**config.mk**
```make
export PLATFORM = sky130hd
export DESIGN_NAME = master_stack_tile_layout_flat
export DESIGN_NICKNAME = d
export VERILOG_FILES = /design/src/design/msl_pkg.sv /design/src/design/msl_if.sv /design/src/design/msl_cfg.sv /design/src/design/msl_div.sv /design/src/design/msl_datapath.sv /design/src/design/msl_ctrl.sv /design/src/design/master_stack_tile_layout.sv /design/src/flat_wrapper.sv
export SDC_FILE = /design/constraint.sdc
export NUM_CORES = 1
export LEC_CHECK = 0
export ABC_AREA = 0
export BUFFER_PORTS_ARGS = -buffer_cell sky130_fd_sc_hd__buf_2
export CAP_MARGIN = 10
export CORE_MARGIN = 2
export CORE_UTILIZATION = 54
export CTS_CLUSTER_SIZE = 12
export DETAILED_ROUTE_END_ITERATION = 8
export PLACE_DENSITY_LB_ADDON = 0.3
export REMOVE_ABC_BUFFERS = 1
export SETUP_SLACK_MARGIN = 0.05
export SLEW_MARGIN = 0
export SYNTH_ARGS = -nofsm -noshare
export SYNTH_HDL_FRONTEND = slang
export SYNTH_HIERARCHICAL = 1
export SYNTH_SLANG_ARGS = --single-unit
```
**constraint.sdc**
```tcl
create_clock -name clk -period 6.2 [get_ports clk]
set_input_delay 0.31 -clock clk [delete_from_list [all_inputs] [get_ports clk]]
set_output_delay 0.31 -clock clk [all_outputs]
set_load 0.02 [all_outputs]
```
**src/design/msl_pkg.sv**
```systemverilog
// Shared types, widths and codes for the master/stack tile layout block.
// No dependencies; every other file imports this package.
`default_nettype none

package msl_pkg;

  // Largest number of tiles one request may produce.
  localparam int MAX_WINDOWS = 32;

  // Field widths.
  localparam int PAD_W  = 10;
  localparam int GAP_W  = 10;
  localparam int BOR_W  = 8;
  localparam int AXY_W  = 16;
  localparam int ASZ_W  = 15;
  localparam int CNT_W  = 6;
  localparam int SPL_W  = 9;
  localparam int TIDX_W = 5;
  localparam int TXY_W  = 17;
  localparam int TSZ_W  = 15;

  // Internal signed coordinate width; wide enough for running stack sizes.
  localparam int CW = 20;

  // Divisor width of the serial divider.
  localparam int DIVR_W = CNT_W;

  // Split ratio is Q1.8.
  localparam int SPLIT_FRAC = 8;
  localparam int SPLIT_ONE  = 256;

  // Register port.
  localparam int APB_AW = 4;
  localparam int APB_DW = 32;

  typedef enum logic [1:0] {
    REG_OUTER_PADDING = 2'd0,
    REG_GAP_MARGIN    = 2'd1,
    REG_BORDER_WIDTH  = 2'd2
  } msl_reg_t;

  typedef enum logic [2:0] {
    ST_IDLE,
    ST_SETUP,
    ST_START,
    ST_WAIT,
    ST_EMIT
  } msl_state_t;

  typedef struct packed {
    logic [PAD_W-1:0] outer_padding;
    logic [GAP_W-1:0] gap_margin;
    logic [BOR_W-1:0] border_width;
  } msl_cfg_t;

  typedef struct packed {
    logic load;
    logic init;
    logic start_div;
    logic emit;
  } msl_cmd_t;

  typedef struct packed {
    logic count_zero;
    logic div_done;
    logic last;
    logic out_free;
  } msl_stat_t;

endpackage

`default_nettype wire

```
**src/design/msl_if.sv**
```systemverilog
// Request and tile channel interfaces for the master/stack tile layout block.
// Depends on msl_pkg.
`default_nettype none

interface msl_in_if;
  import msl_pkg::*;
  logic                    valid;
  logic                    ready;
  logic signed [AXY_W-1:0] area_x;
  logic signed [AXY_W-1:0] area_y;
  logic [ASZ_W-1:0]        area_width;
  logic [ASZ_W-1:0]        area_height;
  logic [CNT_W-1:0]        window_count;
  logic [CNT_W-1:0]        main_depth;
  logic [SPL_W-1:0]        split_ratio;

  modport source (
    output valid, area_x, area_y, area_width, area_height, window_count, main_depth,
           split_ratio,
    input  ready
  );
  modport sink (
    input  valid, area_x, area_y, area_width, area_height, window_count, main_depth,
           split_ratio,
    output ready
  );
endinterface

interface msl_out_if;
  import msl_pkg::*;
  logic                    valid;
  logic                    ready;
  logic [TIDX_W-1:0]       window_index;
  logic signed [TXY_W-1:0] tile_x;
  logic signed [TXY_W-1:0] tile_y;
  logic [TSZ_W-1:0]        tile_width;
  logic [TSZ_W-1:0]        tile_height;
  logic                    last_tile;

  modport source (
    output valid, window_index, tile_x, tile_y, tile_width, tile_height, last_tile,
    input  ready
  );
  modport sink (
    input  valid, window_index, tile_x, tile_y, tile_width, tile_height, last_tile,
    output ready
  );
endinterface

`default_nettype wire

```
**src/design/msl_cfg.sv**
```systemverilog
// Configuration register file with an APB-style write/read port.
// Depends on msl_pkg.
`default_nettype none

module msl_cfg (
  input  logic                      clk,
  input  logic                      rst_n,
  input  logic                      psel,
  input  logic                      penable,
  input  logic                      pwrite,
  input  logic [msl_pkg::APB_AW-1:0] paddr,
  input  logic [msl_pkg::APB_DW-1:0] pwdata,
  output logic [msl_pkg::APB_DW-1:0] prdata,
  output logic                      pready,
  output msl_pkg::msl_cfg_t         cfg
);
  import msl_pkg::*;

  msl_cfg_t cfg_r;
  msl_cfg_t cfg_nxt;
  msl_reg_t reg_sel;
  logic     wr_en;

  assign reg_sel = msl_reg_t'(paddr[APB_AW-1:2]);
  assign wr_en   = psel && penable && pwrite;
  assign pready  = 1'b1;
  assign cfg     = cfg_r;

  always_comb begin
    cfg_nxt = cfg_r;
    if (wr_en) begin
      case (reg_sel)
        REG_OUTER_PADDING: cfg_nxt.outer_padding = pwdata[PAD_W-1:0];
        REG_GAP_MARGIN:    cfg_nxt.gap_margin    = pwdata[GAP_W-1:0];
        REG_BORDER_WIDTH:  cfg_nxt.border_width  = pwdata[BOR_W-1:0];
        default:           cfg_nxt = cfg_r;
      endcase
    end
  end

  always_comb begin
    case (reg_sel)
      REG_OUTER_PADDING: prdata = {{(APB_DW-PAD_W){1'b0}}, cfg_r.outer_padding};
      REG_GAP_MARGIN:    prdata = {{(APB_DW-GAP_W){1'b0}}, cfg_r.gap_margin};
      REG_BORDER_WIDTH:  prdata = {{(APB_DW-BOR_W){1'b0}}, cfg_r.border_width};
      default:           prdata = '0;
    endcase
  end

  always_ff @(posedge clk) begin
    if (!rst_n) begin
      cfg_r <= '0;
    end else begin
      cfg_r <= cfg_nxt;
    end
  end

endmodule

`default_nettype wire

```
**src/design/msl_div.sv**
```systemverilog
// Serial signed divider, one quotient bit per cycle, truncating toward zero.
// Depends on msl_pkg.
`default_nettype none

module msl_div (
  input  logic                        clk,
  input  logic                        rst_n,
  input  logic                        start,
  input  logic signed [msl_pkg::CW-1:0] dividend,
  input  logic [msl_pkg::DIVR_W-1:0]  divisor,
  output logic                        done,
  output logic signed [msl_pkg::CW-1:0] quotient
);
  import msl_pkg::*;

  localparam int STEP_W = $clog2(CW);

  logic              busy_r;
  logic              done_r;
  logic [STEP_W-1:0] step_r;
  logic [CW-1:0]     mag_r;
  logic [DIVR_W-1:0] rem_r;
  logic [DIVR_W-1:0] dvs_r;
  logic              neg_r;
  logic [DIVR_W:0]   rem_sh;
  logic [DIVR_W:0]   rem_sub;
  logic              fits;

  // The magnitude register shifts the dividend out at the top while the
  // quotient bits shift in at the bottom.
  assign rem_sh  = {rem_r, mag_r[CW-1]};
  assign rem_sub = rem_sh - {1'b0, dvs_r};
  assign fits    = (rem_sh >= {1'b0, dvs_r});

  assign done     = done_r;
  assign quotient = neg_r ? -$signed(mag_r) : $signed(mag_r);

  always_ff @(posedge clk) begin
    if (!rst_n) begin
      busy_r <= 1'b0;
      done_r <= 1'b0;
    end else begin
      if (start) begin
        busy_r <= 1'b1;
        done_r <= 1'b0;
      end else if (busy_r && (step_r == '0)) begin
        busy_r <= 1'b0;
        done_r <= 1'b1;
      end else begin
        done_r <= 1'b0;
      end
    end
  end

  always_ff @(posedge clk) begin
    if (start) begin
      mag_r  <= dividend[CW-1] ? CW'(-dividend) : CW'(dividend);
      neg_r  <= dividend[CW-1];
      dvs_r  <= divisor;
      rem_r  <= '0;
      step_r <= STEP_W'(CW - 1);
    end else if (busy_r) begin
      mag_r  <= {mag_r[CW-2:0], fits};
      rem_r  <= fits ? rem_sub[DIVR_W-1:0] : rem_sh[DIVR_W-1:0];
      step_r <= step_r - STEP_W'(1);
    end
  end

endmodule

`default_nettype wire

```
**src/design/msl_datapath.sv**
```systemverilog
// Layout datapath: request registers, running column sizes, tile arithmetic
// and the output register. Depends on msl_pkg and msl_div.
`default_nettype none

module msl_datapath (
  input  logic                          clk,
  input  logic                          rst_n,
  input  msl_pkg::msl_cmd_t             cmd,
  output msl_pkg::msl_stat_t            stat,
  input  msl_pkg::msl_cfg_t             cfg,
  input  logic signed [msl_pkg::AXY_W-1:0] area_x,
  input  logic signed [msl_pkg::AXY_W-1:0] area_y,
  input  logic [msl_pkg::ASZ_W-1:0]     area_width,
  input  logic [msl_pkg::ASZ_W-1:0]     area_height,
  input  logic [msl_pkg::CNT_W-1:0]     window_count,
  input  logic [msl_pkg::CNT_W-1:0]     main_depth,
  input  logic [msl_pkg::SPL_W-1:0]     split_ratio,
  output logic                          out_valid,
  input  logic                          out_ready,
  output logic [msl_pkg::TIDX_W-1:0]    window_index,
  output logic signed [msl_pkg::TXY_W-1:0] tile_x,
  output logic signed [msl_pkg::TXY_W-1:0] tile_y,
  output logic [msl_pkg::TSZ_W-1:0]     tile_width,
  output logic [msl_pkg::TSZ_W-1:0]     tile_height,
  output logic                          last_tile
);
  import msl_pkg::*;

  // Request registers.
  logic signed [CW-1:0] bx_r, by_r;
  logic [ASZ_W-1:0]     bw_r, bh_r;
  logic [CNT_W-1:0]     count_r, depth_r, cur_depth_r;
  logic [SPL_W-1:0]     split_r;
  logic [ASZ_W-1:0]     mainw_r;

  // Running state across tiles.
  logic signed [CW-1:0] stackh_r, stackh_nxt;
  logic signed [CW-1:0] rightw_r, rightw_nxt;
  logic [CNT_W-1:0]     w_r;

  // Output register.
  logic                    out_valid_r;
  logic [TIDX_W-1:0]       idx_r;
  logic signed [TXY_W-1:0] tx_r, ty_r;
  logic [TSZ_W-1:0]        tw_r, th_r;
  logic                    last_r;

  logic signed [CW-1:0]       bx_in, by_in, bw_in, bh_in;
  logic [CNT_W-1:0]           count_in, depth_in;
  logic [SPL_W-1:0]           split_in;
  logic [ASZ_W+SPL_W-1:0]     prod;
  logic                       in_main;
  logic [DIVR_W-1:0]          divisor;
  logic signed [CW-1:0]       quo;
  logic                       div_done;
  logic signed [CW-1:0]       bw_ext, bh_ext, gap_ext, bor_ext, bor2;
  logic signed [CW-1:0]       tx, ty, tw, th;
  logic signed [CW-1:0]       tx_b, ty_b, tw_b, th_b;
  logic                       last;

  // Request intake: padding, clamps and saturations.
  assign bx_in = $signed({{(CW-AXY_W){area_x[AXY_W-1]}}, area_x})
               + $signed({{(CW-PAD_W){1'b0}}, cfg.outer_padding});
  assign by_in = $signed({{(CW-AXY_W){area_y[AXY_W-1]}}, area_y})
               + $signed({{(CW-PAD_W){1'b0}}, cfg.outer_padding});
  assign bw_in = $signed({{(CW-ASZ_W){1'b0}}, area_width})
               - $signed({{(CW-PAD_W-1){1'b0}}, cfg.outer_padding, 1'b0});
  assign bh_in = $signed({{(CW-ASZ_W){1'b0}}, area_height})
               - $signed({{(CW-PAD_W-1){1'b0}}, cfg.outer_padding, 1'b0});
  assign count_in = (window_count > CNT_W'(MAX_WINDOWS)) ? CNT_W'(MAX_WINDOWS) : window_count;
  assign depth_in = (main_depth == '0) ? CNT_W'(1) : main_depth;
  assign split_in = (split_ratio > SPL_W'(SPLIT_ONE)) ? SPL_W'(SPLIT_ONE) : split_ratio;

  assign prod = ASZ_W'(bw_r) * split_r;

  // Per-tile geometry.
  assign bw_ext  = $signed({{(CW-ASZ_W){1'b0}}, bw_r});
  assign bh_ext  = $signed({{(CW-ASZ_W){1'b0}}, bh_r});
  assign gap_ext = $signed({{(CW-GAP_W){1'b0}}, cfg.gap_margin});
  assign bor_ext = $signed({{(CW-BOR_W){1'b0}}, cfg.border_width});
  assign bor2    = $signed({{(CW-BOR_W-1){1'b0}}, cfg.border_width, 1'b0});

  assign in_main = (w_r < depth_r);
  assign divisor = in_main ? (cur_depth_r - w_r) : (count_r - w_r);
  assign tx      = in_main ? bx_r : (bx_r + bw_ext - rightw_r);
  assign tw      = in_main ? $signed({{(CW-ASZ_W){1'b0}}, mainw_r}) : rightw_r;
  assign ty      = by_r + bh_ext - stackh_r;
  assign th      = quo;
  assign last    = (w_r == (count_r - CNT_W'(1)));

  assign tx_b = tx + bor_ext;
  assign ty_b = ty + bor_ext;
  assign tw_b = tw - bor2;
  assign th_b = th - bor2;

  msl_div u_div (
    .clk      (clk),
    .rst_n    (rst_n),
    .start    (cmd.start_div),
    .dividend (stackh_r),
    .divisor  (divisor),
    .done     (div_done),
    .quotient (quo)
  );

  always_comb begin
    stackh_nxt = stackh_r - th - gap_ext;
    rightw_nxt = rightw_r;
    if (w_r == (depth_r - CNT_W'(1))) begin
      rightw_nxt = rightw_r - tw - gap_ext;
      stackh_nxt = bh_ext;
    end
  end

  assign stat.count_zero = (count_r == '0);
  assign stat.div_done   = div_done;
  assign stat.last       = last;
  assign stat.out_free   = !out_valid_r || out_ready;

  assign out_valid    = out_valid_r;
  assign window_index = idx_r;
  assign tile_x       = tx_r;
  assign tile_y       = ty_r;
  assign tile_width   = tw_r;
  assign tile_height  = th_r;
  assign last_tile    = last_r;

  always_ff @(posedge clk) begin
    if (!rst_n) begin
      out_valid_r <= 1'b0;
    end else if (cmd.emit) begin
      out_valid_r <= 1'b1;
    end else if (out_ready) begin
      out_valid_r <= 1'b0;
    end
  end

  always_ff @(posedge clk) begin
    if (cmd.load) begin
      bx_r    <= bx_in;
      by_r    <= by_in;
      bw_r    <= bw_in[CW-1] ? '0 : bw_in[ASZ_W-1:0];
      bh_r    <= bh_in[CW-1] ? '0 : bh_in[ASZ_W-1:0];
      count_r <= count_in;
      depth_r <= depth_in;
      split_r <= split_in;
    end
    if (cmd.init) begin
      mainw_r     <= (count_r > depth_r) ? prod[ASZ_W+SPLIT_FRAC-1:SPLIT_FRAC] : bw_r;
      cur_depth_r <= (count_r < depth_r) ? count_r : depth_r;
      stackh_r    <= bh_ext;
      rightw_r    <= bw_ext;
      w_r         <= '0;
    end else if (cmd.emit) begin
      stackh_r <= stackh_nxt;
      rightw_r <= rightw_nxt;
      w_r      <= w_r + CNT_W'(1);
    end
    if (cmd.emit) begin
      idx_r  <= w_r[TIDX_W-1:0];
      tx_r   <= tx_b[TXY_W-1:0];
      ty_r   <= ty_b[TXY_W-1:0];
      tw_r   <= tw_b[CW-1] ? '0 : tw_b[TSZ_W-1:0];
      th_r   <= th_b[CW-1] ? '0 : th_b[TSZ_W-1:0];
      last_r <= last;
    end
  end

  // A tile is only produced for a window that exists.
  a_emit_in_range: assert property (@(posedge clk) disable iff (!rst_n)
    cmd.emit |-> (w_r < count_r))
    else $error("tile emitted beyond the window count");

  // The stack and column divisors are never zero.
  a_divisor_nonzero: assert property (@(posedge clk) disable iff (!rst_n)
    cmd.start_div |-> (divisor != '0))
    else $error("division started with a zero divisor");

endmodule

`default_nettype wire

```
**src/design/msl_ctrl.sv**
```systemverilog
// Controller state machine: sequences request intake, one divide per tile
// and the hand-off of each tile to the output register. Depends on msl_pkg.
`default_nettype none

module msl_ctrl (
  input  logic               clk,
  input  logic               rst_n,
  input  logic               in_valid,
  output logic               in_ready,
  input  msl_pkg::msl_stat_t stat,
  output msl_pkg::msl_cmd_t  cmd
);
  import msl_pkg::*;

  msl_state_t state_r;
  msl_state_t state_nxt;

  always_comb begin
    state_nxt = state_r;
    case (state_r)
      ST_IDLE:  if (in_valid) state_nxt = ST_SETUP;
      ST_SETUP: state_nxt = stat.count_zero ? ST_IDLE : ST_START;
      ST_START: state_nxt = ST_WAIT;
      ST_WAIT:  if (stat.div_done) state_nxt = ST_EMIT;
      ST_EMIT: begin
        if (stat.out_free) begin
          state_nxt = stat.last ? ST_IDLE : ST_START;
        end
      end
      default:  state_nxt = ST_IDLE;
    endcase
  end

  always_comb begin
    in_ready      = 1'b0;
    cmd           = '0;
    case (state_r)
      ST_IDLE: begin
        in_ready = 1'b1;
        cmd.load = in_valid;
      end
      ST_SETUP: cmd.init      = 1'b1;
      ST_START: cmd.start_div = 1'b1;
      ST_EMIT:  cmd.emit      = stat.out_free;
      default:  cmd           = '0;
    endcase
  end

  always_ff @(posedge clk) begin
    if (!rst_n) begin
      state_r <= ST_IDLE;
    end else begin
      state_r <= state_nxt;
    end
  end

  // Handing off the final tile ends the request.
  a_last_to_idle: assert property (@(posedge clk) disable iff (!rst_n)
    (cmd.emit && stat.last) |=> (state_r == ST_IDLE))
    else $error("controller did not return to idle after the last tile");

  // The divider only finishes while the controller waits for it.
  a_done_in_wait: assert property (@(posedge clk) disable iff (!rst_n)
    stat.div_done |-> (state_r == ST_WAIT))
    else $error("divider finished outside the wait state");

endmodule

`default_nettype wire

```
**src/design/master_stack_tile_layout.sv**
```systemverilog
// Top level of the master/stack tile layout block: register file,
// controller and datapath. Depends on msl_pkg, msl_if, msl_cfg, msl_ctrl, msl_datapath.
//
//   Port group   Direction  Handshake             Beat
//   in_ch        sink       valid/ready           one layout request
//   out_ch       source     valid/ready           one tile rectangle
//   psel...      slave      APB setup + access    one register write or read
//
// A request is taken in and set up; then each tile in turn starts the
// divide, waits on the serial divider (20 quotient bits at one per cycle,
// then its done flag is seen) and is handed to the output register. A
// request of zero windows is set up and produces no beat.
// Reset is synchronous and active low; it clears the configuration registers,
// the valid and divider flags and returns the controller to idle; no clearing pass.
// A stalled result channel holds the finished tile in the output register;
// the controller waits with the next tile's quotient until the slot frees.
// A new request is accepted as soon as the last tile is in the output
// register, even while that tile still waits to be taken.
`default_nettype none

module master_stack_tile_layout (
  input  logic                       clk,
  input  logic                       rst_n,
  msl_in_if.sink                     in_ch,
  msl_out_if.source                  out_ch,
  input  logic                       psel,
  input  logic                       penable,
  input  logic                       pwrite,
  input  logic [msl_pkg::APB_AW-1:0] paddr,
  input  logic [msl_pkg::APB_DW-1:0] pwdata,
  output logic [msl_pkg::APB_DW-1:0] prdata,
  output logic                       pready
);
  import msl_pkg::*;

  msl_cfg_t  cfg;
  msl_cmd_t  cmd;
  msl_stat_t stat;

  // Register file; to be written only while the block is idle, which it does not itself enforce.
  msl_cfg u_cfg (
    .clk     (clk),
    .rst_n   (rst_n),
    .psel    (psel),
    .penable (penable),
    .pwrite  (pwrite),
    .paddr   (paddr),
    .pwdata  (pwdata),
    .prdata  (prdata),
    .pready  (pready),
    .cfg     (cfg)
  );

  // Sequencer for intake, per-tile divide and tile hand-off.
  msl_ctrl u_ctrl (
    .clk      (clk),
    .rst_n    (rst_n),
    .in_valid (in_ch.valid),
    .in_ready (in_ch.ready),
    .stat     (stat),
    .cmd      (cmd)
  );

  // Geometry, the serial divider and the output register.
  msl_datapath u_dp (
    .clk          (clk),
    .rst_n        (rst_n),
    .cmd          (cmd),
    .stat         (stat),
    .cfg          (cfg),
    .area_x       (in_ch.area_x),
    .area_y       (in_ch.area_y),
    .area_width   (in_ch.area_width),
    .area_height  (in_ch.area_height),
    .window_count (in_ch.window_count),
    .main_depth   (in_ch.main_depth),
    .split_ratio  (in_ch.split_ratio),
    .out_valid    (out_ch.valid),
    .out_ready    (out_ch.ready),
    .window_index (out_ch.window_index),
    .tile_x       (out_ch.tile_x),
    .tile_y       (out_ch.tile_y),
    .tile_width   (out_ch.tile_width),
    .tile_height  (out_ch.tile_height),
    .last_tile    (out_ch.last_tile)
  );

endmodule

`default_nettype wire

```
**src/flat_wrapper.sv**
```systemverilog
// flat-port wrapper written by rule: the top's interface ports become plain ports
module master_stack_tile_layout_flat import msl_pkg::*;
  (clk, rst_n, psel, penable, pwrite, paddr, pwdata, prdata, pready, in_ch_valid, in_ch_area_x, in_ch_area_y, in_ch_area_width, in_ch_area_height, in_ch_window_count, in_ch_main_depth, in_ch_split_ratio, in_ch_ready, out_ch_valid, out_ch_window_index, out_ch_tile_x, out_ch_tile_y, out_ch_tile_width, out_ch_tile_height, out_ch_last_tile, out_ch_ready);
  msl_in_if in_ch_i ();
  msl_out_if out_ch_i ();
  input  logic clk;
  input  logic rst_n;
  input  logic psel;
  input  logic penable;
  input  logic pwrite;
  input  logic [msl_pkg::APB_AW-1:0] paddr;
  input  logic [msl_pkg::APB_DW-1:0] pwdata;
  output logic [msl_pkg::APB_DW-1:0] prdata;
  output logic pready;
  input wire logic [$bits(in_ch_i.valid)-1:0] in_ch_valid;
  input wire logic [$bits(in_ch_i.area_x)-1:0] in_ch_area_x;
  input wire logic [$bits(in_ch_i.area_y)-1:0] in_ch_area_y;
  input wire logic [$bits(in_ch_i.area_width)-1:0] in_ch_area_width;
  input wire logic [$bits(in_ch_i.area_height)-1:0] in_ch_area_height;
  input wire logic [$bits(in_ch_i.window_count)-1:0] in_ch_window_count;
  input wire logic [$bits(in_ch_i.main_depth)-1:0] in_ch_main_depth;
  input wire logic [$bits(in_ch_i.split_ratio)-1:0] in_ch_split_ratio;
  output wire logic [$bits(in_ch_i.ready)-1:0] in_ch_ready;
  output wire logic [$bits(out_ch_i.valid)-1:0] out_ch_valid;
  output wire logic [$bits(out_ch_i.window_index)-1:0] out_ch_window_index;
  output wire logic [$bits(out_ch_i.tile_x)-1:0] out_ch_tile_x;
  output wire logic [$bits(out_ch_i.tile_y)-1:0] out_ch_tile_y;
  output wire logic [$bits(out_ch_i.tile_width)-1:0] out_ch_tile_width;
  output wire logic [$bits(out_ch_i.tile_height)-1:0] out_ch_tile_height;
  output wire logic [$bits(out_ch_i.last_tile)-1:0] out_ch_last_tile;
  input wire logic [$bits(out_ch_i.ready)-1:0] out_ch_ready;
  assign in_ch_i.valid = in_ch_valid;
  assign in_ch_i.area_x = in_ch_area_x;
  assign in_ch_i.area_y = in_ch_area_y;
  assign in_ch_i.area_width = in_ch_area_width;
  assign in_ch_i.area_height = in_ch_area_height;
  assign in_ch_i.window_count = in_ch_window_count;
  assign in_ch_i.main_depth = in_ch_main_depth;
  assign in_ch_i.split_ratio = in_ch_split_ratio;
  assign in_ch_ready = in_ch_i.ready;
  assign out_ch_valid = out_ch_i.valid;
  assign out_ch_window_index = out_ch_i.window_index;
  assign out_ch_tile_x = out_ch_i.tile_x;
  assign out_ch_tile_y = out_ch_i.tile_y;
  assign out_ch_tile_width = out_ch_i.tile_width;
  assign out_ch_tile_height = out_ch_i.tile_height;
  assign out_ch_last_tile = out_ch_i.last_tile;
  assign out_ch_i.ready = out_ch_ready;
  master_stack_tile_layout u_core (.clk(clk), .rst_n(rst_n), .in_ch(in_ch_i), .out_ch(out_ch_i), .psel(psel), .penable(penable), .pwrite(pwrite), .paddr(paddr), .pwdata(pwdata), .prdata(prdata), .pready(pready));
endmodule
```
# Word-level counts from Yosys, hierarchy flattened
# Index checks and enable logic that the tools add are counted.
op_classes:
  addsub: 25
  multipliers: 1
  order_cmp: 6
  eq_ne: 11
  n_mux: 33
  bitwise: 1
  n_reduce_logical: 22
op_table:
  columns: ["cell", "count"]
  rows:
  - ["$mux W20", 6]
  - ["$mux W15", 6]
  - ["$neg A20 Y20", 2]
  - ["$sub A20 B10 Y20", 2]
  - ["$sub A20 B11 Y20", 2]
  - ["$sub A20 B20 Y20", 2]
  - ["$add A16 B11 Y17", 2]
  - ["$add A17 B16 Y17", 2]
  - ["$add A17 B9 Y17", 2]
  - ["$sub A17 B17 Y17", 2]
  - ["$sub A15 B11 Y16", 2]
  - ["$pmux W10 S3", 1]
  - ["$mul A15 B9 Y23", 1]
  - ["$mux W6", 3]
  - ["$sub A6 B6 Y6", 3]
  - ["$mux W17", 1]
  - ["$pmux W3 S5", 1]
  - ["$eq A6 B6 Y1", 2]
  - ["$logic_not A6 Y1", 2]
  - ["$lt A6 B6 Y1", 2]
  - ["$sub A6 B1 Y6 const B", 2]
  - ["$mux W1", 10]
  - ["$reduce_and A2 Y1", 5]
  - ["$reduce_bool A2 Y1", 5]
  - ["other kinds (23)", 31]
word_totals:
  reg_bits: 294
  input_bits: 126
  out_inout_bits: 105
  elab_cells: 131

# Logic depth before layout (Yosys ltp)
depth:
  word_depth: 7
  ltp_mapped: 23
  ltp_nobuf: 20

# Modules after synthesis
# The synthesis kept the hierarchy.
modules_own_cells:
  columns: ["mod", "instances", "cells_per_inst", "area_each_um2", "seq_area_each_um2"]
  rows:
  - ["msl_datapath", 1, 2310, 21778.4, 6526.3]
  - ["msl_div", 1, 285, 2627.5, 1071.0]
  - ["msl_cfg", 1, 162, 1428.9, 560.5]
  - ["msl_ctrl", 1, 27, 235.2, 60.1]

# Least setup slack after synthesis
# OpenSTA, ideal clock, no wires.
synth_timing:
  path_type: "reg-to-reg"
  start: "register u_core.u_dp.out_valid_r, in the netlist u_core/u_dp/out_valid"
  end: "register u_core.u_dp.rightw_r[0] (enable)"
  setup_ns: 0.366
  arrival_ns: 6.467
  t_required_ns: 5.834
  setup_slack_ns: -0.633
  stages_incl_launch_ff: 8
  path_buffers: 2
  synth_period_minus_slack_ns: 6.833
  cell_sequence: "dfxtp_1 > nand2b_1 > nand2_1 > nor3_1 > clkbuf_1 > nand2_1 > buf_2 > nand2_1"
synth_lines:
  columns: ["element", "line", "source"]
  rows:
  - ["start: declaration", "msl_datapath.sv:42", "logic out_valid_r;"]
  - ["start signal: assignment", "msl_datapath.sv:130", "out_valid_r <= 1'b0;"]
  - ["start signal: assignment", "msl_datapath.sv:132", "out_valid_r <= 1'b1;"]
  - ["start signal: assignment", "msl_datapath.sv:134", "out_valid_r <= 1'b0;"]
  - ["end signal: assignment", "msl_datapath.sv:152", "rightw_r <= bw_ext;"]
  - ["end signal: assignment", "msl_datapath.sv:156", "rightw_r <= rightw_nxt;"]
  - ["end: declaration", "msl_datapath.sv:38", "logic signed [CW-1:0] rightw_r, rightw_nxt;"]

# Worst setup path in the final report
layout_timing:
  start: "register u_core.u_dp.depth_r[2]"
  end: "register u_core.u_dp.rightw_r[18]"
layout_between:
  elab_chain_cells: 4
  elab_cells_between_ends: 7
  cone_classes: "add/sub: 3; order compare: 1; eq/ne: 1; mux: 1; reduce/logical: 1"
layout_lines:
  columns: ["element", "line", "source"]
  rows:
  - ["start: declaration", "msl_datapath.sv:32", "logic [CNT_W-1:0] count_r, depth_r, cur_depth_r;"]
  - ["start signal: assignment", "msl_datapath.sv:145", "depth_r <= depth_in;"]
  - ["$lt A6 B6 Y1", "msl_datapath.sv:83", "assign in_main = (w_r < depth_r);"]
  - ["$mux W20", "msl_datapath.sv:86", "assign tw = in_main ? $signed({{(CW-ASZ_W){1'b0}}, mainw_r}) : rightw_r;"]
  - ["$sub A20 B20 Y20", "msl_datapath.sv:110", "rightw_nxt = rightw_r - tw - gap_ext;"]
  - ["$sub A20 B11 Y20", "msl_datapath.sv:110", null]
# Parallel ways exist; a longest one is shown, timed or not.
# A chain may end at the register's enable or synchronous reset.

==> out/summary.txt <==
initial antenna violation count = 0
largest net degree at the start of global routing = 69
drt pass-1 iters = 8
core area = 47700 µm²
synth top area cells = edfxtp_1, fa_1, ha_1
final WL = 65.1 mm
CTS Buf Count = 37
Die Wd = 224 µm
commonest non-fill, non-tap cells in the layout = inv_1, nand2_1, edfxtp_1
Post-DP Area = 27400 µm²
CTS tree = built
period utilization = 90.9%
number of global-route vias before repair = 20000
via count = 20100
effective utilization at floorplan = 54.6%
top_reg_cell synth = edfxtp_1
DRC violations left = 0
Clk network pwr share = 16.7%
CP startpoint kind = flip-flop
Critical Path AT = 6.08 ns
Final Critical Period = 5.63 ns
final instance area = 28700 µm²
Post-CTS Setup Bufs = 0
H-tree Lvls = 2
Pint = 7290 µW
Die Ht = 224 µm
most frequent CP cell = a21oi_1
Max Clock Freq = 178 MHz
pre-CTS setup slack = 0.641 ns
Flop pwr share = 23.9%
cts hold-fix bufs = 6
asr flop ratio synth = 0%
Final Slew Violations = 0
CTS Buffer Depth = 3
Antenna Nets Post-Route = 0
sequential area share after synthesis = 31.5%
Tot GR Track Use = 26.1%
Post-synth EDFFs = 233
crit-path max cell delay = 0.50 ns
Worst Max-Slew Pin Slew = 1.12 ns
synthesized area = 26100 µm²
area leader, netlist = edfxtp_1
Iter 0 DRT Violations = 1464
Synth Warn # = 6
first-pass GRT wire length = 103 mm
drt wl/cell = 18.2 µm
Max Cap Viol = 0
Crit-path slowest cell = fa_1
Sw Pwr = 5570 µW
Gate power share = 59.4%
Worst Setup End Kind = flip-flop
commonest non-fill, non-tap cell in the layout = inv_1
share of layout cells above drive strength 1 = 10.7%
post-synthesis register bit count = 294
Yosys cell types = 88
fin nets = 3451
P_leak = 0.0128 µW
I/O pin cnt = 231
max_slew headroom = 24.9%
Syn Area/Cell = 9.36 µm²
Clock Pin Slew Worst Setup and Hold Paths = 0.06 ns
Clock Skew = 0.0190 ns
setup violators final = 0
Core Rows = 80
gpl congestion = 0.927
dpl hpwl = 51.6 mm
Pwr Density = 448 nW/µm²
CTS resizes = 0
Vias/cell = 5.62
worst min path class = primary input to flip-flop
top cell type's share of synthesized area = 26.8%
post-route setup TNS = 0 ns
PortBufs = 183
die area = 50100 µm²
Layout area overhead = 10.0%
RSZ-0062 raised after global routing = no
Worst Path Max Fanout = 6
global route total overflow = 0
final hold viol count = 0
status = completed
CP Class = flip-flop to flip-flop
PnR worst setup slack = 0.567 ns
switching share of total power = 43.3%
maximum VDD drop = 0.271 mV
clock root buffer = clkbuf_16
critical-path cell list = inv_1 -> ha_1 -> o21ai_1 -> a21oi_1 -> o41ai_4 -> mux2i_1 -> fa_1 -> ha_1 -> or2_2 -> fa_1 -> a21o_1 -> a21oi_1 -> nor2b_1 -> o21a_1 -> o211ai_1 -> a21oi_1 -> o31ai_1 -> mux2_2 -> a311o_1
WP data required = 6.65 ns
CTS Sinks = 294
Gate Count Post-Synth = 2784
# fillers = 3989
Clk Latency, worst-skew pair = 0.56 ns
cells in the mapped netlist, drive strengths merged (24+ instances only):
cell type / instances
xor2: 67
and2: 92
nor2b: 51
fa: 157
nor3: 82
o21ai: 148
o31ai: 27
o21a: 24
a21oi: 108
nand2b: 25
nor2: 179
mux2i: 60
inv: 432
dfxtp: 61
clkbuf: 66
buf: 51
xnor2: 129
nand3: 30
ha: 232
a21o: 34
edfxtp: 233
nand2: 237
registers in the layout, indices dropped and copies added, names as in the netlist, 17 cells and up:
register,flops
u_core/u_cfg/cfg,28
u_core/u_dp/rightw_r,20
u_core/u_dp/stackh_r,20
u_core/u_dp/u_div/mag_r,20
u_core/u_dp/bx_r,17
u_core/u_dp/by_r,17
u_core/u_dp/tile_x,17
u_core/u_dp/tile_y,17
cells by family after synthesis:
logic type | count (synthesis) | share of synthesized area (%)
xor+xnor | 196 | 6.58
buf+inv | 549 | 8.49
mux | 79 | 3.12
simple gates | 799 | 15.2
fa+ha+maj | 389 | 23.2
compound gates | 475 | 11.9
other cells | 3 | 0.0432
flops | 294 | 31.5
area by class of cell:
cell class	count	area (µm²)	area share, %
Multi-Input combinational cell	1964	15800	54.9
Sequential cell	294	8220	28.6
Inverter	432	1620	5.65
Timing Repair Buffer	207	1110	3.86
Clock buffer	54	1060	3.70
Tap cell	615	769	2.68
Clock inverter	13	153	0.532
Antenna cell	1	2.50	0.00872
layer usage:
| layer | GRT usage [%] | vias up | part of all wire, % |
|---|---|---|---|
| li1 | - | 9638 | - |
| met1 | 33.2 | 9731 | 42 |
| met2 | 45.2 | 605 | 48 |
| met3 | 3.12 | 136 | 5.6 |
| met4 | 10.6 | 0 | 3.9 |
| met5 | 0 | - | 0 |
stage by stage:
step / power (µW) / cells / util, % / hold slack, ns
2_1_floorplan: 8980 / 2690 / - / 0.409
6_report: 12900 / 3580 / 60.1 / 0.0440
4_1_cts: 12900 / 3578 / 60.1 / 0.0271
5_1_grt: 14100 / 3579 / 60.1 / 0.0344
3_5_place_dp: 10600 / 3505 / 57.4 / 0.472
3_3_place_gp: 10400 / 3505 / 57.4 / 0.466
critical path, delay by kind of cell, from the launching register on:
kind	cells	cell delay [ns]
compound gates	10	2.40
fa+ha+maj	4	1.39
buf+inv	1	0.18
simple gates	2	0.38
mux	2	0.76
flops	1	0.39
final timing paths:
path                              startpoint                    endpoint  slack (ns)  depth (start not counted)
setup / recovery      u_core/u_dp/depth_r[2]    u_core/u_dp/rightw_r[18]        0.57                         19
hold / removal           in_ch_main_depth[0]      u_core/u_dp/depth_r[0]        0.04                          2
setup reg to reg      u_core/u_dp/depth_r[2]    u_core/u_dp/rightw_r[18]        0.57                         19
hold reg to reg   u_core/u_dp/u_div/rem_r[5]  u_core/u_dp/u_div/rem_r[5]        0.49                          1
power groups by stage:
stage | Clock, µW | Combinational, µW | Sequential [µW]
floorplan | 0 | 6020 | 2960
global route | 2270 | 8690 | 3100
CTS | 2190 | 7600 | 3060
finish | 2150 | 7640 | 3070
detailed placement | 0 | 7530 | 3100
global placement | 0 | 7280 | 3090
No activity file was read; power rests on OpenSTA's default activity.
